<file path="config.mk">
export PLATFORM = sky130hd
export DESIGN_NAME = sync_framed_packet_parser
export DESIGN_NICKNAME = d
export VERILOG_FILES = /design/src/rtl/sfpp_pkg.sv /design/src/rtl/sfpp_ram.sv /design/src/rtl/sfpp_ctrl.sv /design/src/rtl/sfpp_datapath.sv /design/src/rtl/sync_framed_packet_parser.sv
export SDC_FILE = /design/constraint.sdc
export NUM_CORES = 1
export LEC_CHECK = 0
export BUFFER_PORTS_ARGS = -buffer_cell sky130_fd_sc_hd__buf_2
export CAP_MARGIN = 10
export CELL_PAD_IN_SITES_DETAIL_PLACEMENT = 1
export CELL_PAD_IN_SITES_GLOBAL_PLACEMENT = 1
export CORE_ASPECT_RATIO = 0.5
export CORE_MARGIN = 5
export CORE_UTILIZATION = 51
export CTS_BUF_LIST = sky130_fd_sc_hd__clkbuf_8
export CTS_CLUSTER_SIZE = 30
export DETAILED_ROUTE_END_ITERATION = 16
export PLACE_DENSITY = 0.81
export SLEW_MARGIN = 20
export SYNTH_ARGS = -nofsm -noshare
export SYNTH_HDL_FRONTEND = slang
export SYNTH_SLANG_ARGS = --single-unit
export TNS_END_PERCENT = 100
</file>
<file path="constraint.sdc">
create_clock -name clk -period 3.2 [get_ports clk]
set_input_delay 0.8 -clock clk [delete_from_list [all_inputs] [get_ports clk]]
set_output_delay 0.8 -clock clk [all_outputs]
set_load 0.02 [all_outputs]
</file>
<file path="src/rtl/sfpp_pkg.sv">
package sfpp_pkg;

    // frame layout and default limits
    localparam int MAX_PAYLOAD_DEF = 64;
    localparam int HDR_LEN         = 6;
    localparam int LEN_W           = 7;
    localparam int IDX_W           = 6;
    localparam int CFG_IDX_W       = 1;

    // crc-16/ccitt-false
    localparam logic [15:0] CRC_INIT = 16'hFFFF;
    localparam logic [15:0] CRC_POLY = 16'h1021;
    localparam logic [15:0] CRC_MSB  = 16'h8000;

    // configuration register reset values
    localparam logic [7:0] SYNC_FIRST_RST  = 8'hAA;
    localparam logic [7:0] SYNC_SECOND_RST = 8'h55;

    // configuration register indexes
    typedef enum logic [CFG_IDX_W-1:0] {
        REG_SYNC_FIRST  = 1'b0,
        REG_SYNC_SECOND = 1'b1
    } cfg_reg_t;

    // parser states
    typedef enum logic [2:0] {
        ST_HUNT1 = 3'd0,
        ST_HUNT2 = 3'd1,
        ST_HDR   = 3'd2,
        ST_PAY   = 3'd3,
        ST_CRCL  = 3'd4,
        ST_CRCH  = 3'd5,
        ST_EMIT  = 3'd6
    } phase_t;

    // controller to datapath
    typedef struct packed {
        logic in_ready;
        logic hdr_start;
        logic hdr_write;
        logic pay_write;
        logic crcl_write;
        logic emit_start;
        logic emit_active;
        logic clear;
    } cmd_t;

    // datapath to controller
    typedef struct packed {
        logic is_sync1;
        logic is_sync2;
        logic hdr_last;
        logic len_over;
        logic len_zero;
        logic pay_last;
        logic crc_ok;
        logic emit_done;
        logic rd_busy;
    } sts_t;

    // one byte through the crc, msb first
    function automatic logic [15:0] crc16_feed(input logic [15:0] crc, input logic [7:0] b);
        logic [15:0] c;
        c = crc ^ {b, 8'h00};
        for (int k = 0; k < 8; k++) begin
            if ((c & CRC_MSB) != 16'h0000)
                c = {c[14:0], 1'b0} ^ CRC_POLY;
            else
                c = {c[14:0], 1'b0};
        end
        return c;
    endfunction

endpackage

</file>
<file path="src/rtl/sfpp_ram.sv">
module sfpp_ram #(
    parameter int WIDTH = 8,
    parameter int DEPTH = 64,
    localparam int AW = (DEPTH > 1) ? $clog2(DEPTH) : 1
) (
    input  logic             clk,
    input  logic             wr_en,
    input  logic [AW-1:0]    wr_addr,
    input  logic [WIDTH-1:0] wr_data,
    input  logic             rd_en,
    input  logic [AW-1:0]    rd_addr,
    output logic [WIDTH-1:0] rd_data
);

    logic [WIDTH-1:0] mem [DEPTH];
    logic [WIDTH-1:0] rd_data_reg;

    // single write port, registered read port
    always_ff @(posedge clk)
    begin
        if (wr_en)
        begin
            mem[wr_addr] <= wr_data;
        end
        if (rd_en)
        begin
            rd_data_reg <= mem[rd_addr];
        end
    end

    assign rd_data = rd_data_reg;

endmodule

</file>
<file path="src/rtl/sfpp_ctrl.sv">
module sfpp_ctrl
    import sfpp_pkg::*;
(
    input  logic clk,
    input  logic rst_n,
    input  logic in_valid,
    input  sts_t sts,
    output cmd_t cmd
);

    phase_t state_reg;
    phase_t state_next;
    logic   accept;

    assign accept = in_valid && (state_reg != ST_EMIT);

    // state register
    always_ff @(posedge clk or negedge rst_n)
    begin
        if (!rst_n)
        begin
            state_reg <= ST_HUNT1;
        end
        else
        begin
            state_reg <= state_next;
        end
    end

    // next state
    always_comb
    begin
        state_next = state_reg;
        case (state_reg)
            ST_HUNT1:
            begin
                if (accept && sts.is_sync1)
                    state_next = ST_HUNT2;
            end
            ST_HUNT2:
            begin
                if (accept)
                begin
                    if (sts.is_sync2)
                        state_next = ST_HDR;
                    else if (!sts.is_sync1)
                        state_next = ST_HUNT1;
                end
            end
            ST_HDR:
            begin
                if (accept && sts.hdr_last)
                begin
                    if (sts.len_over)
                        state_next = ST_HUNT1;
                    else if (sts.len_zero)
                        state_next = ST_CRCL;
                    else
                        state_next = ST_PAY;
                end
            end
            ST_PAY:
            begin
                if (accept && sts.pay_last)
                    state_next = ST_CRCL;
            end
            ST_CRCL:
            begin
                if (accept)
                    state_next = ST_CRCH;
            end
            ST_CRCH:
            begin
                if (accept)
                    state_next = sts.crc_ok ? ST_EMIT : ST_HUNT1;
            end
            ST_EMIT:
            begin
                if (sts.emit_done)
                    state_next = ST_HUNT1;
            end
            default:
            begin
                state_next = ST_HUNT1;
            end
        endcase
    end

    // commands
    always_comb
    begin
        cmd = '0;
        cmd.in_ready = (state_reg != ST_EMIT);
        case (state_reg)
            ST_HUNT1:
            begin
            end
            ST_HUNT2:
            begin
                cmd.hdr_start = accept && sts.is_sync2;
            end
            ST_HDR:
            begin
                cmd.hdr_write = accept;
                cmd.clear     = accept && sts.hdr_last && sts.len_over;
            end
            ST_PAY:
            begin
                cmd.pay_write = accept;
            end
            ST_CRCL:
            begin
                cmd.crcl_write = accept;
            end
            ST_CRCH:
            begin
                cmd.emit_start = accept && sts.crc_ok;
                cmd.clear      = accept && !sts.crc_ok;
            end
            ST_EMIT:
            begin
                cmd.emit_active = 1'b1;
                cmd.clear       = sts.emit_done;
            end
            default:
            begin
                cmd.clear = 1'b1;
            end
        endcase
    end

endmodule

</file>
<file path="src/rtl/sfpp_datapath.sv">
module sfpp_datapath
    import sfpp_pkg::*;
#(
    parameter int MAX_PAYLOAD = MAX_PAYLOAD_DEF
) (
    input  logic                 clk,
    input  logic                 rst_n,
    input  logic                 cfg_we,
    input  logic [CFG_IDX_W-1:0] cfg_index,
    input  logic [7:0]           cfg_data,
    input  logic [7:0]           rx_byte,
    input  cmd_t                 cmd,
    output sts_t                 sts,
    input  logic                 out_ready,
    output logic                 out_valid,
    output logic [7:0]           version,
    output logic [7:0]           frame_type,
    output logic [7:0]           flag_bits,
    output logic [7:0]           sequence_res,
    output logic [LEN_W-1:0]     payload_length,
    output logic                 has_payload,
    output logic [IDX_W-1:0]     byte_index,
    output logic [7:0]           data_byte,
    output logic                 last
);

    localparam int AW = (MAX_PAYLOAD > 1) ? $clog2(MAX_PAYLOAD) : 1;

    logic [7:0]       sync_first_reg;
    logic [7:0]       sync_second_reg;
    logic [7:0]       version_reg;
    logic [7:0]       frame_type_reg;
    logic [7:0]       flag_bits_reg;
    logic [7:0]       sequence_reg;
    logic [7:0]       len_lo_reg;
    logic [2:0]       hdr_cnt_reg;
    logic [LEN_W-1:0] pay_cnt_reg;
    logic [LEN_W-1:0] exp_len_reg;
    logic [7:0]       crc_low_reg;
    logic [15:0]      crc_reg;
    logic [15:0]      crc_next;
    logic [15:0]      frame_len;
    logic [LEN_W-1:0] pay_cnt_inc;

    // replay pipeline
    logic [LEN_W-1:0] emit_cnt_reg;
    logic [LEN_W-1:0] emit_last_cnt;
    logic             issued_all_reg;
    logic             rd_valid_reg;
    logic [IDX_W-1:0] rd_idx_reg;
    logic             rd_last_reg;
    logic             issue;
    logic             issue_last;
    logic             advance;
    logic             load_out;
    logic [7:0]       ram_q;

    // output register
    logic             out_valid_reg;
    logic [7:0]       version_out_reg;
    logic [7:0]       frame_type_out_reg;
    logic [7:0]       flag_bits_out_reg;
    logic [7:0]       sequence_out_reg;
    logic [LEN_W-1:0] length_out_reg;
    logic             has_payload_out_reg;
    logic [IDX_W-1:0] index_out_reg;
    logic [7:0]       data_out_reg;
    logic             last_out_reg;

    // status toward the controller
    assign crc_next    = crc16_feed(crc_reg, rx_byte);
    assign frame_len   = {rx_byte, len_lo_reg};
    assign pay_cnt_inc = pay_cnt_reg + LEN_W'(1);

    always_comb
    begin
        sts           = '0;
        sts.is_sync1  = (rx_byte == sync_first_reg);
        sts.is_sync2  = (rx_byte == sync_second_reg);
        sts.hdr_last  = (hdr_cnt_reg == 3'(HDR_LEN - 1));
        sts.len_over  = (frame_len > 16'(MAX_PAYLOAD));
        sts.len_zero  = (frame_len == 16'h0000);
        sts.pay_last  = (pay_cnt_inc >= exp_len_reg);
        sts.crc_ok    = ({rx_byte, crc_low_reg} == crc_reg);
        sts.emit_done = issued_all_reg && (!rd_valid_reg || load_out);
        sts.rd_busy   = rd_valid_reg;
    end

    // sync pattern registers
    always_ff @(posedge clk or negedge rst_n)
    begin
        if (!rst_n)
        begin
            sync_first_reg  <= SYNC_FIRST_RST;
            sync_second_reg <= SYNC_SECOND_RST;
        end
        else if (cfg_we)
        begin
            case (cfg_index)
                REG_SYNC_FIRST:  sync_first_reg  <= cfg_data;
                REG_SYNC_SECOND: sync_second_reg <= cfg_data;
                default:
                begin
                end
            endcase
        end
    end

    // header fields
    always_ff @(posedge clk)
    begin
        if (cmd.hdr_write)
        begin
            case (hdr_cnt_reg)
                3'd0:    version_reg    <= rx_byte;
                3'd1:    frame_type_reg <= rx_byte;
                3'd2:    flag_bits_reg  <= rx_byte;
                3'd3:    sequence_reg   <= rx_byte;
                3'd4:    len_lo_reg     <= rx_byte;
                default:
                begin
                end
            endcase
        end
    end

    // parse counters and running crc
    always_ff @(posedge clk or negedge rst_n)
    begin
        if (!rst_n)
        begin
            hdr_cnt_reg <= '0;
            pay_cnt_reg <= '0;
            exp_len_reg <= '0;
            crc_low_reg <= '0;
            crc_reg     <= CRC_INIT;
        end
        else if (cmd.clear)
        begin
            hdr_cnt_reg <= '0;
            pay_cnt_reg <= '0;
            exp_len_reg <= '0;
            crc_low_reg <= '0;
        end
        else
        begin
            if (cmd.hdr_start)
            begin
                hdr_cnt_reg <= '0;
                crc_reg     <= CRC_INIT;
            end
            if (cmd.hdr_write)
            begin
                hdr_cnt_reg <= hdr_cnt_reg + 3'd1;
                crc_reg     <= crc_next;
                if (sts.hdr_last)
                begin
                    exp_len_reg <= frame_len[LEN_W-1:0];
                    pay_cnt_reg <= '0;
                end
            end
            if (cmd.pay_write)
            begin
                pay_cnt_reg <= pay_cnt_inc;
                crc_reg     <= crc_next;
            end
            if (cmd.crcl_write)
            begin
                crc_low_reg <= rx_byte;
            end
        end
    end

    // replay read issue
    assign load_out      = rd_valid_reg && (!out_valid_reg || out_ready);
    assign advance       = !rd_valid_reg || load_out;
    assign issue         = cmd.emit_active && !issued_all_reg && advance;
    assign emit_last_cnt = (exp_len_reg == '0) ? '0 : (exp_len_reg - LEN_W'(1));
    assign issue_last    = (emit_cnt_reg == emit_last_cnt);

    always_ff @(posedge clk or negedge rst_n)
    begin
        if (!rst_n)
        begin
            emit_cnt_reg   <= '0;
            issued_all_reg <= 1'b0;
            rd_valid_reg   <= 1'b0;
        end
        else
        begin
            if (cmd.emit_start)
            begin
                emit_cnt_reg   <= '0;
                issued_all_reg <= 1'b0;
            end
            else if (issue)
            begin
                emit_cnt_reg   <= emit_cnt_reg + LEN_W'(1);
                issued_all_reg <= issue_last;
            end
            if (issue)
                rd_valid_reg <= 1'b1;
            else if (load_out)
                rd_valid_reg <= 1'b0;
        end
    end

    // read stage word tags
    always_ff @(posedge clk)
    begin
        if (issue)
        begin
            rd_idx_reg  <= emit_cnt_reg[IDX_W-1:0];
            rd_last_reg <= issue_last;
        end
    end

    // payload store
    sfpp_ram #(
        .WIDTH (8),
        .DEPTH (MAX_PAYLOAD)
    ) u_pay_ram (
        .clk     (clk),
        .wr_en   (cmd.pay_write),
        .wr_addr (pay_cnt_reg[AW-1:0]),
        .wr_data (rx_byte),
        .rd_en   (issue),
        .rd_addr (emit_cnt_reg[AW-1:0]),
        .rd_data (ram_q)
    );

    // output register valid
    always_ff @(posedge clk or negedge rst_n)
    begin
        if (!rst_n)
        begin
            out_valid_reg <= 1'b0;
        end
        else if (load_out)
        begin
            out_valid_reg <= 1'b1;
        end
        else if (out_ready)
        begin
            out_valid_reg <= 1'b0;
        end
    end

    // output register payload
    always_ff @(posedge clk)
    begin
        if (load_out)
        begin
            version_out_reg     <= version_reg;
            frame_type_out_reg  <= frame_type_reg;
            flag_bits_out_reg   <= flag_bits_reg;
            sequence_out_reg    <= sequence_reg;
            length_out_reg      <= exp_len_reg;
            has_payload_out_reg <= (exp_len_reg != '0);
            index_out_reg       <= (exp_len_reg != '0) ? rd_idx_reg : '0;
            data_out_reg        <= (exp_len_reg != '0) ? ram_q : 8'h00;
            last_out_reg        <= rd_last_reg;
        end
    end

    assign out_valid      = out_valid_reg;
    assign version        = version_out_reg;
    assign frame_type     = frame_type_out_reg;
    assign flag_bits      = flag_bits_out_reg;
    assign sequence_res   = sequence_out_reg;
    assign payload_length = length_out_reg;
    assign has_payload    = has_payload_out_reg;
    assign byte_index     = index_out_reg;
    assign data_byte      = data_out_reg;
    assign last           = last_out_reg;

endmodule

</file>
<file path="src/rtl/sync_framed_packet_parser.sv">
// channel  | direction | handshake              | words
// ---------+-----------+------------------------+----------------------------------
// in       | input     | in_valid / in_ready    | rx_byte, one stream byte
// out      | output    | out_valid / out_ready  | header fields + one payload byte
// cfg      | input     | cfg_we (no wait)       | cfg_index, cfg_data
//
// each received byte is taken while in_valid and in_ready are both high;
// the crc advances a byte per cycle over the header and payload bytes taken
// a good frame replays max(length,1) words from the payload ram at one per cycle
// while out_ready holds, each via the ram read register and the output register;
// in_ready is low in the emit state; out stalls hold the replay; the final word may
// wait while new bytes enter; rst_n is asynchronous; the payload ram is not cleared
module sync_framed_packet_parser
    import sfpp_pkg::*;
#(
    parameter int MAX_PAYLOAD = MAX_PAYLOAD_DEF
) (
    input  logic                 clk,
    input  logic                 rst_n,
    input  logic                 cfg_we,
    input  logic [CFG_IDX_W-1:0] cfg_index,
    input  logic [7:0]           cfg_data,
    input  logic                 in_valid,
    output logic                 in_ready,
    input  logic [7:0]           rx_byte,
    output logic                 out_valid,
    input  logic                 out_ready,
    output logic [7:0]           version,
    output logic [7:0]           frame_type,
    output logic [7:0]           flag_bits,
    output logic [7:0]           sequence_res,
    output logic [LEN_W-1:0]     payload_length,
    output logic                 has_payload,
    output logic [IDX_W-1:0]     byte_index,
    output logic [7:0]           data_byte,
    output logic                 last
);

    cmd_t cmd;
    sts_t sts;

    // frame state machine
    sfpp_ctrl u_ctrl (
        .clk      (clk),
        .rst_n    (rst_n),
        .in_valid (in_valid),
        .sts      (sts),
        .cmd      (cmd)
    );

    // header, crc, payload store and replay
    sfpp_datapath #(
        .MAX_PAYLOAD (MAX_PAYLOAD)
    ) u_dp (
        .clk            (clk),
        .rst_n          (rst_n),
        .cfg_we         (cfg_we),
        .cfg_index      (cfg_index),
        .cfg_data       (cfg_data),
        .rx_byte        (rx_byte),
        .cmd            (cmd),
        .sts            (sts),
        .out_ready      (out_ready),
        .out_valid      (out_valid),
        .version        (version),
        .frame_type     (frame_type),
        .flag_bits      (flag_bits),
        .sequence_res   (sequence_res),
        .payload_length (payload_length),
        .has_payload    (has_payload),
        .byte_index     (byte_index),
        .data_byte      (data_byte),
        .last           (last)
    );

    assign in_ready = cmd.in_ready;

    // an empty frame gives one word only, marked last
    a_empty_is_last: assert property (@(posedge clk) disable iff (!rst_n)
        (out_valid && !has_payload) |-> last)
        else $error("empty frame word not marked last");

    // payload index stays inside the frame length
    a_index_in_range: assert property (@(posedge clk) disable iff (!rst_n)
        (out_valid && has_payload) |-> ({1'b0, byte_index} < payload_length))
        else $error("byte_index beyond payload_length");

    // no byte enters while the replay read stage still holds a word
    a_no_accept_in_replay: assert property (@(posedge clk) disable iff (!rst_n)
        (in_valid && in_ready) |-> !sts.rd_busy)
        else $error("byte accepted during replay");

endmodule
</file>
After elaboration in Yosys (flattened, before gate mapping)
Memories as Yosys holds them, arrays and structs flattened. A register that Yosys moved wholly into a read port is not among the register bits.
Cells that the tools add are included.
{"block": "totals", "ff_bits": 172, "ram_bits": 512, "in_bits": 22, "output_inout_bits": 57, "elab_cells": 169, "mem_count": 1}
{"block": "classes", "addsub": 4, "n_lt_le_gt_ge": 2, "n_eq_ne": 24, "mux": 54, "n_bitwise": 11, "n_reduce_logical": 45}
{"memory": "u_dp.u_pay_ram.mem", "words": 64, "width": 8, "rd": 1, "rd_ports_with_merged_regs": 1, "write_ports": 1, "line_no": "sfpp_ram.sv:15", "text": "logic [WIDTH-1:0] mem [DEPTH];"}
{"operator": "$mux W13", "count": 8}
{"operator": "$mux W7", "count": 10}
{"operator": "$mux W16", "count": 3}
{"operator": "$mux W3", "count": 15}
{"operator": "$not A3 Y3", "count": 8}
{"operator": "$pmux W3 S7", "count": 1}
{"operator": "$reduce_and A2 Y1", "count": 10}
{"operator": "$eq A16 B16 Y1", "count": 1}
{"operator": "$eq A8 B8 Y1", "count": 2}
{"operator": "$gt A16 B7 Y1 const B", "count": 1}
{"operator": "$logic_not A16 Y1", "count": 1}
{"operator": "$mux W8", "count": 2}
{"operator": "$xor A16 B16 Y16", "count": 1}
{"operator": "$eq A3 B3 Y1 const B", "count": 5}
{"operator": "$add A7 B1 Y7 const B", "count": 2}
{"operator": "$mux W1", "count": 14}
{"operator": "$eq A3 B2 Y1 const B", "count": 4}
{"operator": "$logic_and A1 B1 Y1", "count": 12}
{"operator": "$ne A2 B1 Y1 const B", "count": 6}
{"operator": "$reduce_bool A2 Y1", "count": 6}
{"operator": "$reduce_bool A3 Y1", "count": 4}
{"operator": "$reduce_and A8 Y1", "count": 1}
{"operator": "$eq A7 B7 Y1", "count": 1}
{"operator": "$ge A7 B7 Y1", "count": 1}
{"operator": "other kinds (13)", "count": 21}

Logic depth before layout (Yosys ltp)
{"block": "depth", "word_depth": 19, "ltp_mapped": 10}

By module
A second synthesis with hierarchy kept.
{"block": "unflattened", "cells_unflattened": 1488, "hier_area_um2": 27644.0}
{"module": "sfpp_ram", "instances": 1, "cells_each": 940, "area_per_inst_um2": 20246.9, "seq_area_each_um2": 15615.0}
{"module": "sfpp_datapath", "instances": 1, "cells_each": 509, "area_per_inst_um2": 7079.3, "seq_area_each_um2": 4769.6}
{"module": "sfpp_ctrl", "instances": 1, "cells_each": 39, "area_per_inst_um2": 317.8, "seq_area_each_um2": 75.1}

Least setup slack after synthesis
No wires, ideal clock.
{"block": "synth_timing", "path_kind": "register -> register", "start": "register u_ctrl.state_reg[2]", "end": "register u_dp.emit_cnt_reg[5]", "setup_ns": 0.147, "t_arrival_ns": 3.179, "setup_slack_ns": -0.125, "path_stages_with_launch": 8, "synth_period_minus_slack_ns": 3.325, "cell_sequence": "dfrtp_1 > buf_1 > nand3b_1 > nor3b_1 > and4_1 > nand3_1 > xor2_1 > nor2_1"}
{"block": "synth_between", "elab_chain_len": 5, "word_cells_on_any_way": 11, "classes_between": "eq/ne (3); mux (3); reduce/logical (5)"}
{"element": "start: declaration", "line_no": "sfpp_ctrl.sv:11", "text": "phase_t state_reg;"}
{"element": "start signal: assignment", "line_no": "sfpp_ctrl.sv:26", "text": "state_reg <= state_next;"}
{"element": "$ne A3 B3 Y1 (*)"}
{"element": "net in_ready", "line_no": "sync_framed_packet_parser.sv:24", "text": "output logic in_ready,"}
{"element": "$logic_and A1 B1 Y1 (*)", "line_no": "sfpp_ctrl.sv:15", "text": "assign accept = in_valid && (state_reg != ST_EMIT);"}
{"element": "$logic_and A1 B1 Y1 (*)", "line_no": "sfpp_ctrl.sv:117", "text": "cmd.emit_start = accept && sts.crc_ok;"}
{"element": "$mux W1 (*)", "line_no": "sfpp_ctrl.sv:94", "text": "case (state_reg)"}
{"element": "$mux W7 / $reduce_bool A2 Y1 (equally long branches)"}
{"element": "end signal: assignment", "line_no": "sfpp_datapath.sv:198", "text": "emit_cnt_reg <= emit_cnt_reg + LEN_W'(1);"}
{"element": "end: declaration", "line_no": "sfpp_datapath.sv:46", "text": "logic [LEN_W-1:0] emit_cnt_reg;"}
Mark *: on every way through the listed nets, which the timed path passes. The rest lies on a longest branch.
A chain may end at the register's enable or synchronous reset.

Final worst setup path
{"block": "layout_timing", "start": "register u_dp.pay_cnt_reg[1]", "end": "register u_ctrl.state_reg[0]"}
{"block": "layout_between", "elab_chain_len": 5}
{"element": "start: declaration", "line_no": "sfpp_datapath.sv:37", "text": "logic [LEN_W-1:0] pay_cnt_reg;"}
{"element": "start signal: assignment", "line_no": "sfpp_datapath.sv:164", "text": "pay_cnt_reg <= pay_cnt_inc;"}
{"element": "$add A7 B1 Y7", "line_no": "sfpp_datapath.sv:73", "text": "assign pay_cnt_inc = pay_cnt_reg + LEN_W'(1);"}
{"element": "$ge A7 B7 Y1", "line_no": "sfpp_datapath.sv:83", "text": "sts.pay_last = (pay_cnt_inc >= exp_len_reg);"}
{"element": "$logic_and A1 B1 Y1", "line_no": "sfpp_ctrl.sv:64", "text": "if (accept && sts.pay_last)"}
{"element": "$ne A2 B1 Y1 (no line)"}
{"element": "$reduce_and A8 Y1 (no line)"}
Every way passes these cells.

==> flow_summary_export.csv <==
group,metric,value,unit
run_status,status,"completed",
sta,drv_slew,0,
detailed_routing,via_count,15290,
cts,cts.reportedPaths.clkPinSlew,0.07,ns
critical_path,cp_max_fo,7,
finish,instances_no_fill,2416,
finish,layout_commonest_cell,"edfxtp_1",
detailed_routing,wl_per_cell,31.17,um
logic_synthesis,syn_area,27370,um2
die,die_area,58680,um2
global_route,grt_pass1_vias,16270,
placement,placedInstanceArea,29520,um2
placement,place_congestion,0.8830,
cts,htreeDepth,3,
die,io_pins,79,
cts,clkSinkCount,692,
detailed_routing,vias_per_cell,6.329,
detailed_routing,drt_iter0_drc,2051,
logic_synthesis,synth_cells,1386,
finish,diodes,0,
finish,regMostFlops,"u_dp.u_pay_ram.mem",
finish,fin_nets,1663,
sta,finalSetupTns,0,ns
placement,io_buffers,78,
sta,setup_viol,0,
global_route,grt_first_pass_wirelength,112000,um
worst_hold_path,worstHoldPathType,"in2async",
critical_path,cp_slowest_stage_delay,0.52,ns
cts,ctsResizeCount,0,
finish,final_cell_mix,"edfxtp_1 (622), mux4_2 (160), buf_4 (123), nor2_1 (122), clkbuf_8 (101)",
global_route,grt_usage,26.00,%
detailed_routing,drc_errors,0,
detailed_routing,wirelength,75320,um
finish,num-fill-cells,4735,
logic_synthesis,ys.warnings.count,0,
die,rows,60,
logic_synthesis,synth-seq-area-share,74.75,%
logic_synthesis,synth_top_cell_by_area,"edfxtp_1",
logic_synthesis,syn_nets,1423,
sta,max-slew-margin-rel,33.74,%
cts,cts_hold_buf,0,
pwr,clockPowerShare,32.7,%
placement,dp_cells,2242,
finish,area_delta_synth_final,14.65,%
finish,design_area,31380,um2
logic_synthesis,synth_edf_count,622,
sta,rsz0062_at_grt,"no",
die,coreArea,53450,um2
global_route,antenna_found_initial,2,
logic_synthesis,synth_ff_type,"edfxtp_1",
logic_synthesis,postSynth.asyncResetShare,10.12,%
logic_synthesis,synth_top_area_share,68.24,%
cts,cts_tree,"built",
pwr,internal-power,14940,uW
detailed_routing,ant_nets,0,
pwr,powerDensity,662.0,nW/um2
pwr,p_leak,0.01067,uW
sta,min_period_over_period,95.47,%
logic_synthesis,ys_ff_latch,692,
logic_synthesis,synthTopCellsByArea,"edfxtp_1 (68%), mux4_2 (13%), dfrtp_1 (4.2%)",
pwr,combPwrFrac,15.0,%
critical_path,cp-end-kind,"flop",
pwr,vdd_drop_max,585.5,uV
cts,cts_buffer_depth,3,
critical_path,criticalPathCategory,"reg2reg",
logic_synthesis,syn_area_per_cell,19.75,um2
global_route,grt.overflow.total,0,
die,die_y,173.8,um
pwr,p_switching,5833,uW
sta,worst_slew_pin_slew,0.9939,ns
finish,largest_reg_flops,512,
die,die_w,337.6,um
global_route,grt_max_degree,57,
cts,post_cts_buffers,0,
cts,numCtsBuffers,95,
critical_path,cp_cell_sequence,"ha_1, nand2_1, nor2_1, xor2_1, ha_1, nand2_1, nor4_2, o32ai_1, a211oi_1, mux2_1",
die,initial_core_util,51.21,%
sta,max_freq,327.3,MHz
sta,fin_crit,3.055,ns
job,cap_violations,0,
placement,hpwl,46450,um
critical_path,arrival,3.61,ns
pwr,p_seq_share,52.3,%
sta,hold_viol_final,0,
finish,drive_above_1_share,32.94,%
cts,insertion_delay,0.69,ns
cts,cts_root_buf,"clkbuf_8",
critical_path,critPathSlowestCell,"dfrtp_1",
logic_synthesis,ys_types,61,
critical_path,critPathLaunchType,"flop",
pwr,netSwitchingFraction,28.08,%
sta,fin_worst_skew,0.02857,ns
critical_path,cp.required,3.76,ns
detailed_routing,drt-pass1-iter-count,7,
==> layout make-up <==
| class | instances | area, um2 | share of cell area, % |
|---|---|---|---|
| clock inverters | 73 | 456.7 | 1.455 |
| repair buffers | 212 | 1534 | 4.888 |
| flip-flops and latches | 692 | 20470 | 65.24 |
| multi-input cells | 609 | 6576 | 20.96 |
| inverters | 16 | 60.06 | 0.1914 |
| clock buffers | 101 | 1390 | 4.430 |
| well taps | 713 | 892.1 | 2.843 |
==> critical path, delay by kind of cell (launching register included) <==
kind | cells | cell delay, ns
AND/OR/NAND/NOR | 4 | 0.74
adder cells (fa/ha/maj) | 2 | 0.71
flip-flops | 1 | 0.52
AO/OA/AOI/OAI | 2 | 0.50
multiplexers | 1 | 0.34
XOR/XNOR | 1 | 0.12
==> cell usage after synthesis, types with 8 or more instances <==
| cell | count |
|---|---|
| edfxtp_1 | 622 |
| mux4_2 | 160 |
| nor2_1 | 122 |
| dfrtp_1 | 46 |
| clkbuf_1 | 42 |
| nand2_1 | 39 |
| xnor2_1 | 33 |
| xor2_1 | 29 |
| dfstp_2 | 24 |
| buf_2 | 18 |
| a21oi_1 | 17 |
| a22oi_1 | 17 |
| and2_1 | 17 |
| ha_1 | 15 |
| nand3_1 | 14 |
| inv_1 | 12 |
| a2bb2oi_2 | 10 |
| mux2_1 | 9 |
| mux2i_1 | 9 |
| mux2_2 | 8 |
| nor2b_1 | 8 |
| nor3_1 | 8 |
| nor4_1 | 8 |
| o21ai_0 | 8 |
==> worst paths after layout <==
path                                                 start                                  end  slack [ns]  depth (start not counted)
min                                                  rst_n   u_dp.sync_first_reg[0]$_DFFE_PN0P_        0.29                          1
max in group asynchronous                            rst_n  u_dp.sync_second_reg[6]$_DFFE_PN1P_        2.11                          2
min in group clk                               cfg_data[1]   u_dp.sync_first_reg[1]$_DFFE_PN1P_        0.39                          2
min reg2reg                u_dp.flag_bits_reg[2]$_DFFE_PP_          u_dp.flag_bits[2]$_DFFE_PP_        0.41                          0
max                        u_dp.pay_cnt_reg[1]$_DFFE_PN0P_      u_ctrl.state_reg[0]$_DFFE_PN0P_        0.14                         10
max reg2reg                u_dp.pay_cnt_reg[1]$_DFFE_PN0P_      u_ctrl.state_reg[0]$_DFFE_PN0P_        0.14                         10
==> through the flow <==
step                      worst slack [ns]  hold WS, ns  power, uW  utilization, %
after CTS                           0.1425       0.2805      20780           58.69
after global routing              0.008094       0.3221      21600           58.71
after floorplan                     0.3711       0.4003      12840               -
after global placement              0.1274       0.4011      13680           55.24
final                               0.1448       0.2883      20770           58.71
after detailed placement          -0.04607       0.4057      13950           55.24
==> power groups by stage <==
stage	logic [uW]	clock network, uW	registers (uW)
floorplan	2050	0	10800
global placement	2710	0	11000
detailed placement	2940	0	11000
CTS	3060	6880	10800
global route	3320	7400	10900
finish	3110	6800	10900
==> kinds of logic after synthesis <==
| logic type | count (synthesis) | synth area share [%] |
|---|---|---|
| compound gates | 88 | 2.533 |
| simple gates | 255 | 4.384 |
| fa+ha+maj | 15 | 0.6857 |
| xor+xnor | 65 | 2.162 |
| mux | 186 | 14.19 |
| flops | 692 | 74.75 |
| buf+inv | 85 | 1.289 |
==> per-layer routing <==
layer / part of all wire (%) / global-route usage, % / up-vias / wire length (um)
met5: 0.017 / 0 / - / 13
met4: 2.8 / 7.042 / 2 / 2114
met3: 9.0 / 5.273 / 158 / 6791
met2: 50 / 43.40 / 978 / 37580
met1: 38 / 35.48 / 8121 / 28820
li1: - / - / 6031 / -
Power figures use the tool's default switching activity.
